## src/sparse_block_height_map_assert.svh

```systemverilog
// Assertion macros shared by the height map RTL.
// No dependencies; included inside module bodies.
`ifndef SPARSE_BLOCK_HEIGHT_MAP_ASSERT_SVH
`define SPARSE_BLOCK_HEIGHT_MAP_ASSERT_SVH

// Implication checked at every rising clock edge outside reset.
`define SBHM_ASSERT_IMP(label, ante, cons) \
  label: assert property (@(posedge clk) disable iff (!rst_n) (ante) |-> (cons)) \
    else $error("sbhm assertion failed");

// Next-cycle implication checked outside reset.
`define SBHM_ASSERT_NEXT(label, ante, cons) \
  label: assert property (@(posedge clk) disable iff (!rst_n) (ante) |=> (cons)) \
    else $error("sbhm assertion failed");

`endif

```

## src/sbhm_pkg.sv

```systemverilog
// Shared types and constants of the sparse block height map.
// No dependencies.
`default_nettype none
package sbhm_pkg;
  localparam logic [2:0] CMD_SET   = 3'd0;
  localparam logic [2:0] CMD_RAISE = 3'd1;
  localparam logic [2:0] CMD_LOWER = 3'd2;
  localparam logic [2:0] CMD_READ  = 3'd3;
  localparam logic [2:0] CMD_CLEAR = 3'd4;

  localparam int STAMP_W = 8;
  localparam logic [STAMP_W-1:0] STAMP_MAX = '1;
  localparam logic [STAMP_W-1:0] STAMP_FIRST = 8'd1;
  localparam logic [7:0] CONF_CAP = 8'd4;
  localparam logic signed [16:0] FUSE_MARGIN_MM = 17'sd1000;

  typedef struct packed {
    logic [STAMP_W-1:0] stamp;
    logic [7:0]         conf;
    logic signed [15:0] height;
  } cell_word_t;

  typedef struct packed {
    logic found;
    logic full;
  } slot_look_t;
endpackage
`default_nettype wire

```

## src/sbhm_slot_tab.sv

```systemverilog
// Block key table: key flops, registered parallel match, in-order allocation.
// Depends on sbhm_pkg.
`default_nettype none
module sbhm_slot_tab #(
  parameter int NUM_SLOTS = 64,
  parameter int SLOT_W = 6
) (
  input  wire logic              clk,
  input  wire logic              rst_n,
  input  wire logic [31:0]       key,
  input  wire logic              lookup,
  input  wire logic              alloc_en,
  input  wire logic              clear_en,
  output sbhm_pkg::slot_look_t   look,
  output logic [SLOT_W-1:0]      hit_slot,
  output logic [SLOT_W-1:0]      alloc_slot
);
  import sbhm_pkg::*;
  localparam int CNT_W = $clog2(NUM_SLOTS + 1);

  logic [31:0]          keys_r [NUM_SLOTS];
  logic [NUM_SLOTS-1:0] valid_r, valid_nxt;
  logic [NUM_SLOTS-1:0] match_r, match_nxt;
  logic [CNT_W-1:0]     used_r, used_nxt;

  always_comb begin
    for (int i = 0; i < NUM_SLOTS; i++) begin
      match_nxt[i] = valid_r[i] && (keys_r[i] == key);
    end
  end

  // Keys never repeat, so the match vector is one-hot or empty: OR the hits.
  always_comb begin
    hit_slot = '0;
    for (int i = 0; i < NUM_SLOTS; i++) begin
      hit_slot = hit_slot | (SLOT_W'(i) & {SLOT_W{match_r[i]}});
    end
  end

  assign look.found = |match_r;
  assign look.full  = (used_r >= CNT_W'(NUM_SLOTS));
  assign alloc_slot = used_r[SLOT_W-1:0];

  always_comb begin
    valid_nxt = valid_r;
    used_nxt  = used_r;
    if (clear_en) begin
      valid_nxt = '0;
      used_nxt  = '0;
    end else if (alloc_en) begin
      valid_nxt[alloc_slot] = 1'b1;
      used_nxt = used_r + CNT_W'(1);
    end
  end

  always_ff @(posedge clk) begin
    if (!rst_n) begin
      valid_r <= '0;
      used_r  <= '0;
      match_r <= '0;
    end else begin
      valid_r <= valid_nxt;
      used_r  <= used_nxt;
      if (lookup) begin
        match_r <= match_nxt;
      end
    end
  end

  always_ff @(posedge clk) begin
    if (alloc_en && !clear_en) begin
      keys_r[alloc_slot] <= key;
    end
  end
endmodule
`default_nettype wire

```

## config.mk

```make
export PLATFORM = sky130hd
export DESIGN_NAME = sbhm_slot_tab
export DESIGN_NICKNAME = d
export VERILOG_FILES = /design/src/sparse_block_height_map_assert.svh /design/src/sbhm_pkg.sv /design/src/sbhm_slot_tab.sv
export SDC_FILE = /design/constraint.sdc
export NUM_CORES = 2
export LEC_CHECK = 0
export BUFFER_PORTS_ARGS = -buffer_cell sky130_fd_sc_hd__buf_2
export CAP_MARGIN = 10
export CORE_MARGIN = 5
export CORE_UTILIZATION = 62
export DETAILED_ROUTE_END_ITERATION = 10
export PLACE_DENSITY = 0.78
export SYNTH_ARGS = -nofsm -noshare
export SYNTH_HDL_FRONTEND = slang
export SYNTH_SLANG_ARGS = --single-unit
```

## constraint.sdc

```tcl
create_clock -name clk -period 12.5 [get_ports clk]
set_clock_uncertainty 0.15 [all_clocks]
set_input_delay 1.875 -clock clk [delete_from_list [all_inputs] [get_ports clk]]
set_output_delay 1.875 -clock clk [all_outputs]
set_load 0.02 [all_outputs]
```

==> results.py <==
metrics = {
    "status": {
        "status": "complete, no violations",
    },
    "setup_path": {
        "critical_path_class": "reg2out",
        "worstPathRequired_ns": 10.47,
        "cp-end-kind": "primary output",
        "crit_arrival_ns": 3.31,
        "critPathMaxFanout": 3,
        "start_kind": "register",
    },
    "timing": {
        "slew_viol_final": 0,
        "fin_crit_sh_pct": 42.7,
        "holdWs_ns": 0.328,
        "finalHoldViolCount": 0,
        "worst_pin_slew_ns": 1.30,
        "rsz0062_at_grt": "false",
        "max_freq_ghz": 0.188,
        "finalSetupTns_ns": 0,
        "finalCriticalPeriod_ns": 5.33,
        "max_slew_margin_pct": 12.9,
        "setup_violations": 0,
    },
    "power_and_ir_drop": {
        "p_clk_share_pct": 41.5,
        "seq_power_share_pct": 53.4,
        "p_comb_share_pct": 5.1,
        "switchingPower_mw": 3.22,
        "powerDensity_nw_per_um2": 150,
        "max-vdd-ir-drop_v": 0.000133,
        "p_sw_share_pct": 21.5,
        "total_leakage_power_nw": 32.4,
        "internal-power_mw": 11.8,
    },
    "detailed_routing": {
        "wl_per_cell_um": 29.1,
        "ant_nets": 0,
        "viasPerCell": 6.23,
        "totalWireLength_um": 228000,
        "drtIter0Drc": 5846,
        "dr_total_vias": 48844,
        "first_pass_iters": 6,
        "drcViolationCount": 0,
    },
    "clock_network": {
        "cts_tree": "built",
        "clk_latency_ns": 0.84,
        "cts_buffers": 207,
        "cts_setup_buffers": 0,
        "cts.reportedPaths.clkPinSlew_ns": 0.06,
        "ctsHoldBuffers": 0,
        "ctsResizeCount": 0,
        "clock_sinks": 2183,
        "cts_root_buffer": "clkbuf_16",
        "htreeDepth": 4,
        "clockBufferDepth": 3,
    },
    "synthesis": {
        "synth.distinct_cells": 42,
        "yosys-top-cells-area": "edfxtp_1, xor2_1, xnor2_1",
        "synthFlopType": "edfxtp_1",
        "netlist_area_um2": 89900,
        "yosysTopAreaCell": "edfxtp_1",
        "synth_seq_cells": 2183,
        "synth_edf_count": 2048,
        "syn_inst": 5595,
        "yosys.area.top_type_share_pct": 68.4,
        "ys_warn_count": 0,
        "syn_avg_cell_area_um2": 16.1,
        "synthesis.nets": 5633,
        "synthArstFlopShare_pct": 0,
        "synth_seq_area_share_pct": 71.4,
    },
    "final_layout": {
        "drive_above_1_share_pct": 10.2,
        "area_growth_pct": 10.9,
        "nets": 5784,
        "final_common_cell": "edfxtp_1",
        "layout_common_cells": "edfxtp_1, xor2_1, xnor2_1",
        "stdcell_count": 7835,
    },
    "worst_hold_path": {
        "holdCritPathClass": "reg2reg",
    },
    "floorplan": {
        "dieArea_um2": 153000,
        "io_pins": 51,
        "fp.dieW_um": 391,
        "rows": 139,
        "core_area_um2": 144000,
        "initial_core_util_pct": 62.5,
        "die_h_um": 391,
    },
    "global_routing": {
        "grt.busiest_layer": "met2",
        "globalRouteMet3Util_pct": 6.16,
        "grt_pass1_vias": 48479,
        "antenna_found_initial": 8,
        "globalRouteMet2Util_pct": 47.7,
        "grt_use_met1_pct": 41.4,
        "track_usage_pct": 29.9,
        "overflow": 0,
        "grt_start_max_net_pins": 99,
        "grt_pass1_wl_um": 332000,
    },
    "placed_design": {
        "dp.cells": 7440,
        "place.gp.congestion": 0.918,
        "portBuffers": 50,
        "hpwlAfterDp_um": 126000,
    },
    "job": {
        "drv_cap": 0,
    },
}
-- path summary, 6_finish.rpt --
| check | from | endpoint | slack (ns) | cells after the start |
|---|---|---|---|---|
| worst max-delay path | match_r[5] | hit_slot[2] | 7.17 | 4 |
| worst max register to register | used_r[2] | keys_r[54][10] | 9.11 | 3 |
| worst min-delay path | valid_r[57] | valid_r[57] | 0.33 | 2 |
| worst min register to register | valid_r[57] | valid_r[57] | 0.33 | 2 |
-- cell families (layout without fill, tap and decap cells) --
group	count (synthesis)	after routing	synth area share (%)
flops	2183	2183	71.4
fa+ha+maj	1	1	0.0139
xor+xnor	2041	2041	19.9
mux	1	1	0.0111
buf+inv	283	618	1.52
compound gates	148	148	1.12
other cells	0	2	0
simple gates	938	938	6.04
-- cells in the mapped netlist, drive strengths merged, types with 2 or more instances --
library cell  instances
edfxtp             2048
xor2               1436
xnor2               605
nor4                395
nand4               260
buf                 227
nor2                144
dfxtp               135
nor3                 70
a21oi                66
a22o                 61
clkbuf               47
nand3                13
nand2                12
o21ai                12
or3                  11
or4                  11
inv                   9
nand2b                6
a221oi                4
nor3b                 3
and2                  2
and3b                 2
nand3b                2
o2111ai               2
o2bb2ai               2
or2                   2
or3b                  2
-- cell type report --
class,instances,area [um^2]
sequential,2183,64200
fill,9015,44100
multi-input combinational,3129,24600
clock buffer,303,5830
tap,1903,2380
timing repair buffer,216,1780
clock inverter,90,932
inverter,9,33.8
antenna,2,5.00
-- registers in the layout, indices dropped and copies added, names as in the netlist --
signal / cells
keys_r: 2048
match_r: 64
valid_r: 64
used_r: 7
-- routing by layer --
layer / part of all wire, % / wire length [um] / up-vias
li1: - / - / 20828
met1: 39 / 87900 / 24759
met2: 47 / 107000 / 2775
met3: 10 / 23600 / 480
met4: 4.1 / 9420 / 2
met5: 0.0057 / 13 / -
-- metrics by stage --
step | cell area [um^2] | power [mW] | util, % | setup WS (ns)
2_1_floorplan | 89900 | 8.57 | - | 6.51
3_3_place_gp | 93000 | 8.89 | 64.6 | 7.37
3_5_place_dp | 93000 | 8.91 | 64.6 | 7.28
4_1_cts | 99700 | 15.0 | 69.3 | 7.22
5_1_grt | 99700 | 15.4 | 69.3 | 6.73
6_report | 99700 | 15.0 | 69.3 | 7.17
-- power groups by stage --
stage | Sequential [mW] | Combinational [mW] | Clock, mW
floorplan | 8.15 | 0.421 | 0
global placement | 8.15 | 0.743 | 0
detailed placement | 8.15 | 0.761 | 0
CTS | 7.99 | 0.767 | 6.26
global route | 7.99 | 0.809 | 6.58
finish | 7.99 | 0.771 | 6.21
-- worst max-delay path: stages (launching register included) --
cell and delay, ns:
dfxtp_1 0.44, nor4_1 0.70, nand4b_1 0.34, or4_2 0.75
buf_2 0.22
Note: power is estimated with default switching activity, not from simulation.
